<file path="config.mk">
export PLATFORM = sky130hd
export DESIGN_NAME = joystick_deadzone_smoother_core_flat
export DESIGN_NICKNAME = d
export VERILOG_FILES = /design/src/rtl/jds_pkg.sv /design/src/rtl/jds_in_if.sv /design/src/rtl/jds_out_if.sv /design/src/rtl/jds_cfg_if.sv /design/src/rtl/jds_lane.sv /design/src/rtl/jds_merge.sv /design/src/rtl/joystick_deadzone_smoother_core.sv /design/src/flat_wrapper.sv
export VERILOG_INCLUDE_DIRS = /design/src /design/src/rtl
export SDC_FILE = /design/constraint.sdc
export NUM_CORES = 2
export LEC_CHECK = 0
export BUFFER_PORTS_ARGS = -buffer_cell sky130_fd_sc_hd__buf_2
export CORE_ASPECT_RATIO = 0.75
export CORE_UTILIZATION = 47
export CTS_BUF_LIST = sky130_fd_sc_hd__clkbuf_8
export DETAILED_ROUTE_END_ITERATION = 12
export GPL_TIMING_DRIVEN = 1
export PLACE_DENSITY_LB_ADDON = 0.12
export SLEW_MARGIN = 20
export SYNTH_ARGS = -nofsm -noshare
export SYNTH_HDL_FRONTEND = slang
export SYNTH_SLANG_ARGS = --single-unit
</file>
<file path="constraint.sdc">
create_clock -name i_clk -period 44.9 [get_ports i_clk]
set_input_delay 11.225 -clock i_clk [delete_from_list [all_inputs] [get_ports i_clk]]
set_output_delay 11.225 -clock i_clk [all_outputs]
set_load 0.005 [all_outputs]
</file>
<file path="src/rtl/joystick_deadzone_smoother_core_assert.svh">
// assertion macros shared by the joystick conditioning rtl
`ifndef JOYSTICK_DEADZONE_SMOOTHER_CORE_ASSERT_SVH
`define JOYSTICK_DEADZONE_SMOOTHER_CORE_ASSERT_SVH

// condition implies consequence in the same cycle
`define JDS_ASSERT_NOW(lbl, ante, cons, msg) \
    lbl: assert property (@(posedge i_clk) disable iff (!i_rst_n) (ante) |-> (cons)) \
        else $error(msg);

// condition implies consequence in the next cycle
`define JDS_ASSERT_NEXT(lbl, ante, cons, msg) \
    lbl: assert property (@(posedge i_clk) disable iff (!i_rst_n) (ante) |=> (cons)) \
        else $error(msg);

`endif

</file>
<file path="src/rtl/jds_pkg.sv">
// shared types and constants for the joystick conditioning block
package jds_pkg;

    // register reset values
    localparam logic [14:0] DZ_LEVEL_RST = 15'd4588;
    localparam logic [15:0] DZ_GAIN_RST  = 16'd4763;
    localparam logic [14:0] SMOOTH_RST   = 15'd10486;
    localparam logic [14:0] SNAP_RST     = 15'd983;
    localparam logic [14:0] BRAKE_RST    = 15'd21299;

    // register indexes on the configuration channel
    typedef enum logic [2:0] {
        CFG_DZ_LEVEL = 3'd0,
        CFG_DZ_GAIN  = 3'd1,
        CFG_SMOOTH   = 3'd2,
        CFG_SNAP     = 3'd3,
        CFG_BRAKE    = 3'd4
    } t_cfg_idx;

    // step enables from the sequencer to the axis lanes
    typedef struct packed {
        logic load;
        logic diff;
        logic step;
        logic avg;
    } t_lane_ctl;

endpackage

</file>
<file path="src/rtl/jds_in_if.sv">
// sample channel: valid, ready and a two-axis joystick sample
interface jds_in_if;
    logic               valid;
    logic               ready;
    logic signed [15:0] x_sample;
    logic signed [15:0] y_sample;

    modport source (output valid, output x_sample, output y_sample, input ready);
    modport sink   (input valid, input x_sample, input y_sample, output ready);
endinterface

</file>
<file path="src/rtl/jds_out_if.sv">
// result channel: valid, ready and the conditioned axes with flags
interface jds_out_if;
    logic               valid;
    logic               ready;
    logic signed [15:0] move_x;
    logic signed [15:0] move_y;
    logic               throttle_on;
    logic               brake_on;

    modport source (output valid, output move_x, output move_y, output throttle_on,
                    output brake_on, input ready);
    modport sink   (input valid, input move_x, input move_y, input throttle_on,
                    input brake_on, output ready);
endinterface

</file>
<file path="src/rtl/jds_cfg_if.sv">
// configuration write channel: valid, ready, register index and data
interface jds_cfg_if;
    logic        valid;
    logic        ready;
    logic [2:0]  reg_index;
    logic [15:0] wr_data;

    modport source (output valid, output reg_index, output wr_data, input ready);
    modport sink   (input valid, input reg_index, input wr_data, output ready);
endinterface

</file>
<file path="src/rtl/jds_lane.sv">
// one axis lane: deadzone rescale, moving average, snap and output rounding
`include "joystick_deadzone_smoother_core_assert.svh"

module jds_lane (
    input  logic               i_clk,
    input  logic               i_rst_n,
    input  jds_pkg::t_lane_ctl i_ctl,
    input  logic signed [15:0] i_sample,
    input  logic [14:0]        i_dz_level,
    input  logic [15:0]        i_dz_gain,
    input  logic [14:0]        i_smooth,
    input  logic [14:0]        i_snap,
    output logic signed [15:0] o_move
);

    logic               r_neg;
    logic [31:0]        r_prod;
    logic signed [20:0] r_diff;
    logic signed [36:0] r_wprod;
    logic signed [19:0] r_avg;
    logic signed [15:0] r_move;

    logic               w_neg;
    logic [15:0]        w_mag;
    logic [15:0]        w_level16;
    logic               w_outside;
    logic [15:0]        w_excess;
    logic [32:0]        w_round;
    logic [20:0]        w_scaled;
    logic [14:0]        w_mag15;
    logic signed [15:0] w_shaped;
    logic signed [20:0] w_target;
    logic signed [20:0] w_avg_ext;
    logic signed [20:0] w_diff;
    logic signed [37:0] w_rnd;
    logic signed [22:0] w_step;
    logic signed [23:0] w_sum;
    logic signed [19:0] w_clamped;
    logic signed [20:0] w_clamped_ext;
    logic signed [20:0] w_band;
    logic               w_in_band;
    logic signed [19:0] w_avg_next;
    logic signed [20:0] w_mrnd;
    logic signed [16:0] w_mq;
    logic signed [15:0] w_move;

    // magnitude against the deadzone
    always_comb begin
        w_neg     = i_sample[15];
        w_mag     = w_neg ? $unsigned(-i_sample) : $unsigned(i_sample);
        w_level16 = {1'b0, i_dz_level};
        w_outside = (w_mag >= w_level16);
        w_excess  = w_mag - w_level16;
    end

    // rescaled value, sign restored, minus the running average
    always_comb begin
        w_round   = {1'b0, r_prod} + 33'd2048;
        w_scaled  = w_round[32:12];
        w_mag15   = (w_scaled > 21'd32767) ? 15'h7FFF : w_scaled[14:0];
        w_shaped  = r_neg ? -$signed({1'b0, w_mag15}) : $signed({1'b0, w_mag15});
        w_target  = {w_shaped[15], w_shaped, 4'b0000};
        w_avg_ext = {r_avg[19], r_avg};
        w_diff    = w_target - w_avg_ext;
    end

    // rounded step, saturation and snap to zero
    always_comb begin
        w_rnd         = {r_wprod[36], r_wprod} + 38'sd16384;
        w_step        = w_rnd[37:15];
        w_sum         = {{4{r_avg[19]}}, r_avg} + {w_step[22], w_step};
        if (w_sum > 24'sd524287) begin
            w_clamped = 20'sh7FFFF;
        end else if (w_sum < -24'sd524288) begin
            w_clamped = 20'sh80000;
        end else begin
            w_clamped = w_sum[19:0];
        end
        w_clamped_ext = {w_clamped[19], w_clamped};
        w_band        = $signed({2'b00, i_snap, 4'b0000});
        w_in_band     = (w_clamped_ext > -w_band) && (w_clamped_ext < w_band);
        w_avg_next    = w_in_band ? 20'sd0 : w_clamped;
    end

    // back to q1.15 with half-up rounding
    always_comb begin
        w_mrnd = {w_avg_next[19], w_avg_next} + 21'sd8;
        w_mq   = w_mrnd[20:4];
        if (w_mq > 17'sd32767) begin
            w_move = 16'sd32767;
        end else if (w_mq < -17'sd32767) begin
            w_move = -16'sd32767;
        end else begin
            w_move = w_mq[15:0];
        end
    end

    // datapath registers, one step enable each
    always_ff @(posedge i_clk) begin
        if (i_ctl.load) begin
            r_neg  <= w_neg;
            r_prod <= w_outside ? (w_excess * i_dz_gain) : 32'd0;
        end
        if (i_ctl.diff) begin
            r_diff <= w_diff;
        end
        if (i_ctl.step) begin
            r_wprod <= r_diff * $signed({1'b0, i_smooth});
        end
        if (i_ctl.avg) begin
            r_move <= w_move;
        end
    end

    // running average state
    always_ff @(posedge i_clk) begin
        if (!i_rst_n) begin
            r_avg <= '0;
        end else if (i_ctl.avg) begin
            r_avg <= w_avg_next;
        end
    end

    assign o_move = r_move;

    // a freshly stored average never sits strictly inside the snap band
    `JDS_ASSERT_NEXT(a_snap_band, i_ctl.avg, (w_avg_ext == 21'sd0) || (w_avg_ext >= $past(w_band)) || (w_avg_ext <= -$past(w_band)), "average left inside snap band")

endmodule

</file>
<file path="src/rtl/jds_merge.sv">
// merge stage: combines both lanes into flags and holds the result register
module jds_merge (
    input  logic               i_clk,
    input  logic               i_rst_n,
    input  logic               i_load,
    input  logic signed [15:0] i_move_x,
    input  logic signed [15:0] i_move_y,
    input  logic [14:0]        i_brake_level,
    output logic               o_free,
    jds_out_if.source          o_out
);

    logic               r_valid;
    logic signed [15:0] r_move_x;
    logic signed [15:0] r_move_y;
    logic               r_throttle;
    logic               r_brake;

    logic               w_throttle;
    logic               w_brake;

    // flags from the conditioned axes
    always_comb begin
        w_throttle = (i_move_x != 16'sd0) || (i_move_y != 16'sd0);
        w_brake    = (i_move_y > $signed({1'b0, i_brake_level}));
    end

    // result slot is free when empty or being taken this cycle
    assign o_free = !r_valid || o_out.ready;

    always_ff @(posedge i_clk) begin
        if (!i_rst_n) begin
            r_valid <= 1'b0;
        end else if (i_load) begin
            r_valid <= 1'b1;
        end else if (o_out.ready) begin
            r_valid <= 1'b0;
        end
    end

    // result payload
    always_ff @(posedge i_clk) begin
        if (i_load) begin
            r_move_x   <= i_move_x;
            r_move_y   <= i_move_y;
            r_throttle <= w_throttle;
            r_brake    <= w_brake;
        end
    end

    assign o_out.valid       = r_valid;
    assign o_out.move_x      = r_move_x;
    assign o_out.move_y      = r_move_y;
    assign o_out.throttle_on = r_throttle;
    assign o_out.brake_on    = r_brake;

endmodule

</file>
<file path="src/rtl/joystick_deadzone_smoother_core.sv">
// top level: configuration registers, step sequencer, two axis lanes and merge
//
//  channel   dir   handshake      payload
//  i_in      in    valid/ready    x_sample, y_sample (q1.15)
//  o_out     out   valid/ready    move_x, move_y, throttle_on, brake_on
//  i_cfg     in    valid/ready    reg_index, wr_data (ready always high)
//
// one sample at a time: the lanes run scale multiply, difference,
// weight multiply and average update in turn, and the next sample needs the
// average that the last step writes back.
// the result waits in the merge register; a new sample is taken while it waits,
// and the sequencer holds in its merge step only when that register is still full.
// synchronous active-low reset clears both averages and loads register defaults.
`include "joystick_deadzone_smoother_core_assert.svh"

module joystick_deadzone_smoother_core (
    input  logic      i_clk,
    input  logic      i_rst_n,
    jds_in_if.sink    i_in,
    jds_out_if.source o_out,
    jds_cfg_if.sink   i_cfg
);

    typedef enum logic [4:0] {
        S_IDLE  = 5'b00001,
        S_DIFF  = 5'b00010,
        S_STEP  = 5'b00100,
        S_AVG   = 5'b01000,
        S_MERGE = 5'b10000
    } t_state;

    t_state r_state;
    t_state n_state;

    logic [14:0] r_dz_level;
    logic [15:0] r_dz_gain;
    logic [14:0] r_smooth;
    logic [14:0] r_snap;
    logic [14:0] r_brake;

    logic               w_accept;
    logic               w_out_free;
    logic               w_merge_load;
    logic signed [15:0] w_y_neg;
    logic signed [15:0] w_move_x;
    logic signed [15:0] w_move_y;
    jds_pkg::t_lane_ctl w_ctl;

    // configuration registers
    assign i_cfg.ready = 1'b1;

    always_ff @(posedge i_clk) begin
        if (!i_rst_n) begin
            r_dz_level <= jds_pkg::DZ_LEVEL_RST;
            r_dz_gain  <= jds_pkg::DZ_GAIN_RST;
            r_smooth   <= jds_pkg::SMOOTH_RST;
            r_snap     <= jds_pkg::SNAP_RST;
            r_brake    <= jds_pkg::BRAKE_RST;
        end else if (i_cfg.valid) begin
            unique case (i_cfg.reg_index)
                jds_pkg::CFG_DZ_LEVEL: r_dz_level <= i_cfg.wr_data[14:0];
                jds_pkg::CFG_DZ_GAIN:  r_dz_gain  <= i_cfg.wr_data;
                jds_pkg::CFG_SMOOTH:   r_smooth   <= i_cfg.wr_data[14:0];
                jds_pkg::CFG_SNAP:     r_snap     <= i_cfg.wr_data[14:0];
                jds_pkg::CFG_BRAKE:    r_brake    <= i_cfg.wr_data[14:0];
                default: begin
                end
            endcase
        end
    end

    // input handshake and merge load
    assign i_in.ready   = (r_state == S_IDLE) || ((r_state == S_MERGE) && w_out_free);
    assign w_accept     = i_in.valid && i_in.ready;
    assign w_merge_load = (r_state == S_MERGE) && w_out_free;

    // y axis inverted, minus one saturates to plus one
    assign w_y_neg = (i_in.y_sample == 16'sh8000) ? 16'sd32767 : -i_in.y_sample;

    // step sequencer
    always_comb begin
        n_state = r_state;
        unique case (r_state)
            S_IDLE:  if (w_accept) n_state = S_DIFF;
            S_DIFF:  n_state = S_STEP;
            S_STEP:  n_state = S_AVG;
            S_AVG:   n_state = S_MERGE;
            S_MERGE: begin
                if (w_out_free) begin
                    n_state = w_accept ? S_DIFF : S_IDLE;
                end
            end
            default: n_state = S_IDLE;
        endcase
    end

    always_ff @(posedge i_clk) begin
        if (!i_rst_n) begin
            r_state <= S_IDLE;
        end else begin
            r_state <= n_state;
        end
    end

    always_comb begin
        w_ctl.load = w_accept;
        w_ctl.diff = (r_state == S_DIFF);
        w_ctl.step = (r_state == S_STEP);
        w_ctl.avg  = (r_state == S_AVG);
    end

    // axis lanes
    jds_lane u_lane_x (
        .i_clk      (i_clk),
        .i_rst_n    (i_rst_n),
        .i_ctl      (w_ctl),
        .i_sample   (i_in.x_sample),
        .i_dz_level (r_dz_level),
        .i_dz_gain  (r_dz_gain),
        .i_smooth   (r_smooth),
        .i_snap     (r_snap),
        .o_move     (w_move_x)
    );

    jds_lane u_lane_y (
        .i_clk      (i_clk),
        .i_rst_n    (i_rst_n),
        .i_ctl      (w_ctl),
        .i_sample   (w_y_neg),
        .i_dz_level (r_dz_level),
        .i_dz_gain  (r_dz_gain),
        .i_smooth   (r_smooth),
        .i_snap     (r_snap),
        .o_move     (w_move_y)
    );

    // merge and result register
    jds_merge u_merge (
        .i_clk         (i_clk),
        .i_rst_n       (i_rst_n),
        .i_load        (w_merge_load),
        .i_move_x      (w_move_x),
        .i_move_y      (w_move_y),
        .i_brake_level (r_brake),
        .o_free        (w_out_free),
        .o_out         (o_out)
    );

    // an accepted sample always starts the lane sequence next cycle
    `JDS_ASSERT_NEXT(a_accept_starts, w_accept, r_state == S_DIFF, "accepted sample did not start lanes")

    // the average update is always followed by the merge step
    `JDS_ASSERT_NEXT(a_avg_to_merge, r_state == S_AVG, r_state == S_MERGE, "average update not followed by merge")

    // a blocked result keeps the sequencer in its merge step
    `JDS_ASSERT_NEXT(a_merge_hold, (r_state == S_MERGE) && o_out.valid && !o_out.ready, r_state == S_MERGE, "merge step left while result blocked")

endmodule

</file>
<file path="src/flat_wrapper.sv">
// flat-port wrapper written by rule: the top's interface ports become plain ports
module joystick_deadzone_smoother_core_flat 
  (i_clk, i_rst_n, i_in_valid, i_in_x_sample, i_in_y_sample, i_in_ready, o_out_valid, o_out_move_x, o_out_move_y, o_out_throttle_on, o_out_brake_on, o_out_ready, i_cfg_valid, i_cfg_reg_index, i_cfg_wr_data, i_cfg_ready);
  jds_in_if i_in_i ();
  jds_out_if o_out_i ();
  jds_cfg_if i_cfg_i ();
  input  logic i_clk;
  input  logic i_rst_n;
  input wire logic [$bits(i_in_i.valid)-1:0] i_in_valid;
  input wire logic [$bits(i_in_i.x_sample)-1:0] i_in_x_sample;
  input wire logic [$bits(i_in_i.y_sample)-1:0] i_in_y_sample;
  output wire logic [$bits(i_in_i.ready)-1:0] i_in_ready;
  output wire logic [$bits(o_out_i.valid)-1:0] o_out_valid;
  output wire logic [$bits(o_out_i.move_x)-1:0] o_out_move_x;
  output wire logic [$bits(o_out_i.move_y)-1:0] o_out_move_y;
  output wire logic [$bits(o_out_i.throttle_on)-1:0] o_out_throttle_on;
  output wire logic [$bits(o_out_i.brake_on)-1:0] o_out_brake_on;
  input wire logic [$bits(o_out_i.ready)-1:0] o_out_ready;
  input wire logic [$bits(i_cfg_i.valid)-1:0] i_cfg_valid;
  input wire logic [$bits(i_cfg_i.reg_index)-1:0] i_cfg_reg_index;
  input wire logic [$bits(i_cfg_i.wr_data)-1:0] i_cfg_wr_data;
  output wire logic [$bits(i_cfg_i.ready)-1:0] i_cfg_ready;
  assign i_in_i.valid = i_in_valid;
  assign i_in_i.x_sample = i_in_x_sample;
  assign i_in_i.y_sample = i_in_y_sample;
  assign i_in_ready = i_in_i.ready;
  assign o_out_valid = o_out_i.valid;
  assign o_out_move_x = o_out_i.move_x;
  assign o_out_move_y = o_out_i.move_y;
  assign o_out_throttle_on = o_out_i.throttle_on;
  assign o_out_brake_on = o_out_i.brake_on;
  assign o_out_i.ready = o_out_ready;
  assign i_cfg_i.valid = i_cfg_valid;
  assign i_cfg_i.reg_index = i_cfg_reg_index;
  assign i_cfg_i.wr_data = i_cfg_wr_data;
  assign i_cfg_ready = i_cfg_i.ready;
  joystick_deadzone_smoother_core u_core (.i_clk(i_clk), .i_rst_n(i_rst_n), .i_in(i_in_i), .o_out(o_out_i), .i_cfg(i_cfg_i));
endmodule
</file>
### Yosys cells after proc, flatten, opt, wreduce, memory -nomap -nowiden

Index checks and enable logic that the tools add are counted.

* bits in registers: 370
* input port bits: 56
* output and inout bits: 37
* word-level logic and storage cells: 117

* $add $sub $neg: 18
* $mul: 4
* magnitude comparators: 17
* equal/unequal tests: 12
* mux-type cells: 21
* reduce and logical (&&, ||, !) cells: 20

Operator list (number)
* 20-bit 2-to-1 mux: 6
* 16-bit 2-to-1 mux: 7
* 37-bit by 16-bit adder with 38-bit output (second input constant): 2
* 21-bit by 16-bit multiplier with 37-bit output: 2
* 32-bit by 12-bit adder with 33-bit output (second input constant): 2
* 16-bit by 16-bit multiplier with 32-bit output: 2
* 20-bit by 23-bit adder with 24-bit output: 2
* 24-bit by 20-bit greater-than comparator with 1-bit output (second input constant): 2
* 24-bit by 20-bit < comparator with 1-bit output (second input constant): 2
* 16-bit negation: 3
* 20-bit by 5-bit adder with 21-bit output (second input constant): 2
* 20-bit by 21-bit greater-than comparator with 1-bit output: 2
* 21-bit by 15-bit greater-than comparator with 1-bit output (second input constant): 2
* 20-bit by 20-bit subtractor with 21-bit output: 2
* 20-bit < comparator: 2
* 17-bit by 16-bit greater-than comparator with 1-bit output (second input constant): 2
* 17-bit by 16-bit < comparator with 1-bit output (second input constant): 2
* 16-bit by 15-bit >= comparator with 1-bit output: 2
* 15-bit negation with 16-bit output: 2
* 16-bit nonzero test: 2
* 16-bit by 15-bit subtractor with 16-bit output: 2
* 15-bit 2-to-1 mux: 2
* 5-bit one-hot mux with 5 select lines: 1
* 19-bit negation with 21-bit output: 1
* other kinds (21): 36

### Depth between registers and ports, before layout

* depth in word-level cells: 11
* mapped depth: 51
* mapped depth without buffers: 48

### Cells and area by module

From an unflattened synthesis, not the netlist that was laid out.

* cell total of the unflattened synthesis: 6933
* area, all modules: 61427.7 sq um

By module, submodules not included
* jds_lane at u_core.u_lane_y: times used 1, cells an instance 3222, area each 28322.2 sq um, sequential area each 2862.7 sq um
* jds_lane at u_core.u_lane_x: times used 1, cells an instance 3172, area each 28130.7 sq um, sequential area each 2862.7 sq um
* joystick_deadzone_smoother_core: times used 1, cells an instance 439, area each 3432.0 sq um, sequential area each 1621.6 sq um
* jds_merge: times used 1, cells an instance 100, area each 1542.7 sq um, sequential area each 1041.0 sq um

### Worst setup path before layout

Ideal clock, no wire load.

* path kind: input-to-output
* start point: in o_out_ready
* end point: out i_in_ready
* arrival: 11.940 ns
* required time: 33.675 ns
* slack: 21.735 ns
* stages: 3
* path buffers: 0
* cells stage by stage: nor2b_1 > or3b_2 > a21oi_1

* longest elaborated chain between the ends: 3

RTL lines
* from (decl): RTL line flat_wrapper.sv:18 `input wire logic [$bits(o_out_i.ready)-1:0] o_out_ready;`
* 1-bit logical OR: RTL line jds_merge.sv:29 `assign o_free = !r_valid || o_out.ready;`
* 1-bit logical AND: RTL line joystick_deadzone_smoother_core.sv:73 `assign i_in.ready = (r_state == S_IDLE) || ((r_state == S_MERGE) && w_out_free);`
* 1-bit logical OR: RTL line joystick_deadzone_smoother_core.sv:73
* to (decl): RTL line flat_wrapper.sv:12 `output wire logic [$bits(i_in_i.ready)-1:0] i_in_ready;`

No other way between the ends.

### Worst setup path after layout

Ends and elaborated chain as after synthesis.

==> impl_metrics.tcl <==
set metrics [dict create \
    holdBufCountCts 0 \
    cts_setup_buffers 0 \
    yosys.area.top_type "fa_1" \
    grt_pass1_wl_um 291700 \
    maxCapViolCount 0 \
    rsz0062_at_grt "no" \
    avgRoutedWirePerCell_um 20.86 \
    synth_edf_count 198 \
    yosysMostFrequentCell "inv_1" \
    period_share 0.5223 \
    row_count 115 \
    drive_gt1_frac 0.05292 \
    leakagePower_nw 30.82 \
    end_kind "output pin" \
    status "finished with violations" \
    synthSimpleGateAreaFrac 0.1872 \
    path_clk_slew_ps 60 \
    muxShareOfSynthArea 0.002310 \
    clk_latency_ps 760 \
    synth-seq-area-share 0.1335 \
    vias 48883 \
    synth.area.top_cells "fa_1 (32%), ha_1 (12%), edfxtp_1 (9.5%), inv_1 (7.7%), nand2_1 (5.8%)" \
    hpwlAfterDp_um 142500 \
    postCtsResizedCells 0 \
    track_usage 0.2776 \
    slew_violations 0 \
    grt_overflow_total 0 \
    cts_tree "built" \
    start_util 0.4762 \
    drcViolationCount 8 \
    ys_ff_latch 320 \
    timing.setup.tns_ps 0 \
    areaGrowthSynthToFinish_pct 5.402 \
    fin_skew_ps 71.84 \
    synthCells 7126 \
    ys_async_sr_fraction 0 \
    dpl.cell_count 8731 \
    grt_max_degree 82 \
    critPathArrivalTime_ps 12230 \
    synthFlopType "edfxtp_1" \
    yosys-top-cells-count "inv_1 (1290), fa_1 (1010), nand2_1 (966), ha_1 (585), and2_1 (467)" \
    cts_made_buffers 58 \
    violations "DRC" \
    critPathKind "in -> out" \
    yosysWarnings 0 \
    first_global_vias 49516 \
    synth.distinct_cells 102 \
    avgSynthCellArea_um2 8.818 \
    syn_area_um2 62840 \
    gp_congestion 0.8929 \
    fp.dieArea_um2 135200 \
    drt_iter0_drc 3512 \
    worst_pin_slew_ps 1164 \
    io_pins 93 \
    p_per_area_nw_per_um2 72.04 \
    min_period_ps 23450 \
    setup_violations 0 \
    syn_nets 8777 \
    worstHoldPathType "reg -> reg" \
    synthXorXnorAreaFrac 0.04655 \
    portBuffers 91 \
    cts_root_buf "clkbuf_8" \
    synth_adder_area_share 0.4383 \
    num-nets-final 8687 \
    start_kind "primary input" \
    worstPathMaxFanout 5 \
    dr.pass1.iters 9 \
    die_w_um 424.2 \
    worstPathRequired_ps 33680 \
    synth_top_area_share 0.3218 \
    via_per_inst 5.525 \
    synth_compound_area_frac 0.09442 \
    timing.slew.headroom 0.2233 \
    synth_top_family_by_area "adder cells" \
    ir_worst_vdd_uv 186.8 \
    wirelength_um 184600 \
    ant_nets 0 \
    core_um2 131900 \
    antenna_found_initial 9 \
    instances_no_fill 8847 \
    h-tree-depth 2 \
    die_y_um 318.7 \
    clk_path_buf_depth 3 \
    final-hold-violation-count 0 \
    cts_num_sinks 320 \
    fmax_mhz 42.64 \
]
==> cell type report <==
cell class / count / area (um^2)
Clock inverter: 44 / 334.1
Multi-Input combinational cell: 5182 / 48390
Timing Repair Buffer: 184 / 1156
Inverter: 1290 / 4842
Sequential cell: 320 / 8396
Clock buffer: 66 / 908.4
Fill cell: 12650 / 65710
Antenna cell: 6 / 15.01
Tap cell: 1755 / 2196
==> report_power, final <==
part / switching, mW / leakage (nW) / internal, mW / total (mW)
Sequential: 0.0264 / 2.81 / 0.507 / 0.534
Combinational: 2.25 / 27.3 / 1.68 / 3.93
Clock: 0.152 / 0.688 / 0.155 / 0.307
==> final timing paths <==
check        depth (start not counted)                   startpoint                        endpoint  slack [ps]
max                                  5                  o_out_ready                      i_in_ready       21450
min                                  0    u_core.u_lane_x.o_move[5]  u_core.u_merge.o_out.move_x[5]         450
max reg2reg                         37  u_core.u_lane_x.r_wprod[16]       u_core.u_lane_x.o_move[2]       33280
min reg2reg                          0    u_core.u_lane_x.o_move[5]  u_core.u_merge.o_out.move_x[5]         450
==> cell usage in the layout (no fill, tap or decap), drive strengths merged, types with 104 or more instances in the layout <==
master  netlist  final
a21oi       202    202
nor3        104    104
dfxtp       122    122
and2        469    469
o21ai       156    156
nor2        250    250
nand2       968    968
xor2        107    107
buf          26    184
inv        1290   1308
xnor2       227    227
fa         1010   1010
ha          585    585
edfxtp      198    198
nand3       116    116
==> worst max-delay path, cell delays in order <==
cell	delay [ps]
buf_2	80
nor2b_1	90
or3b_2	450
a21oi_1	220
buf_2	160
==> state kept, by name (all words and copies together) (netlist names), 5 cells and up <==
signal / flops
u_core.r_dz_gain: 16
u_core.u_lane_y.r_wprod: 23
u_core.u_lane_y.o_move: 16
u_core.r_state: 5
u_core.r_smooth: 15
u_core.r_brake: 15
u_core.u_merge.o_out.move_y: 16
u_core.r_dz_level: 15
u_core.u_lane_y.r_diff: 21
u_core.r_snap: 15
u_core.u_lane_y.r_prod: 21
u_core.u_merge.o_out.move_x: 16
u_core.u_lane_x.r_prod: 21
u_core.u_lane_y.r_avg: 20
u_core.u_lane_x.o_move: 16
u_core.u_lane_x.r_diff: 21
u_core.u_lane_x.r_wprod: 23
u_core.u_lane_x.r_avg: 20
==> logic make-up after synthesis <==
logic type,count (synthesis)
mux,14
fa+ha+maj,1595
buf+inv,1624
compound gates,870
flops,320
xor+xnor,334
simple gates,2368
other cells,1
==> routing by layer <==
layer  track usage  up-vias  part of all wire
met1        0.4159    24571              0.47
li1              -    22520                 -
met4       0.06988        0             0.026
met2        0.4211     1578              0.43
met5             0        -                 0
met3       0.03649      214             0.068
==> metrics by stage <==
stage	worst slack (ps)	util	hold slack [ps]	power, mW	cell area, um^2
2_1_floorplan	21740	-	426.8	3.509	62840
3_3_place_gp	20860	0.4924	446.2	4.403	64970
3_5_place_dp	20720	0.4924	437.8	4.463	64970
4_1_cts	21440	0.5018	456.5	4.811	66220
5_1_grt	20600	0.5019	459.9	5.394	66230
6_report	21450	0.5020	453.0	4.771	66230
Power figures use the tool's default switching activity.
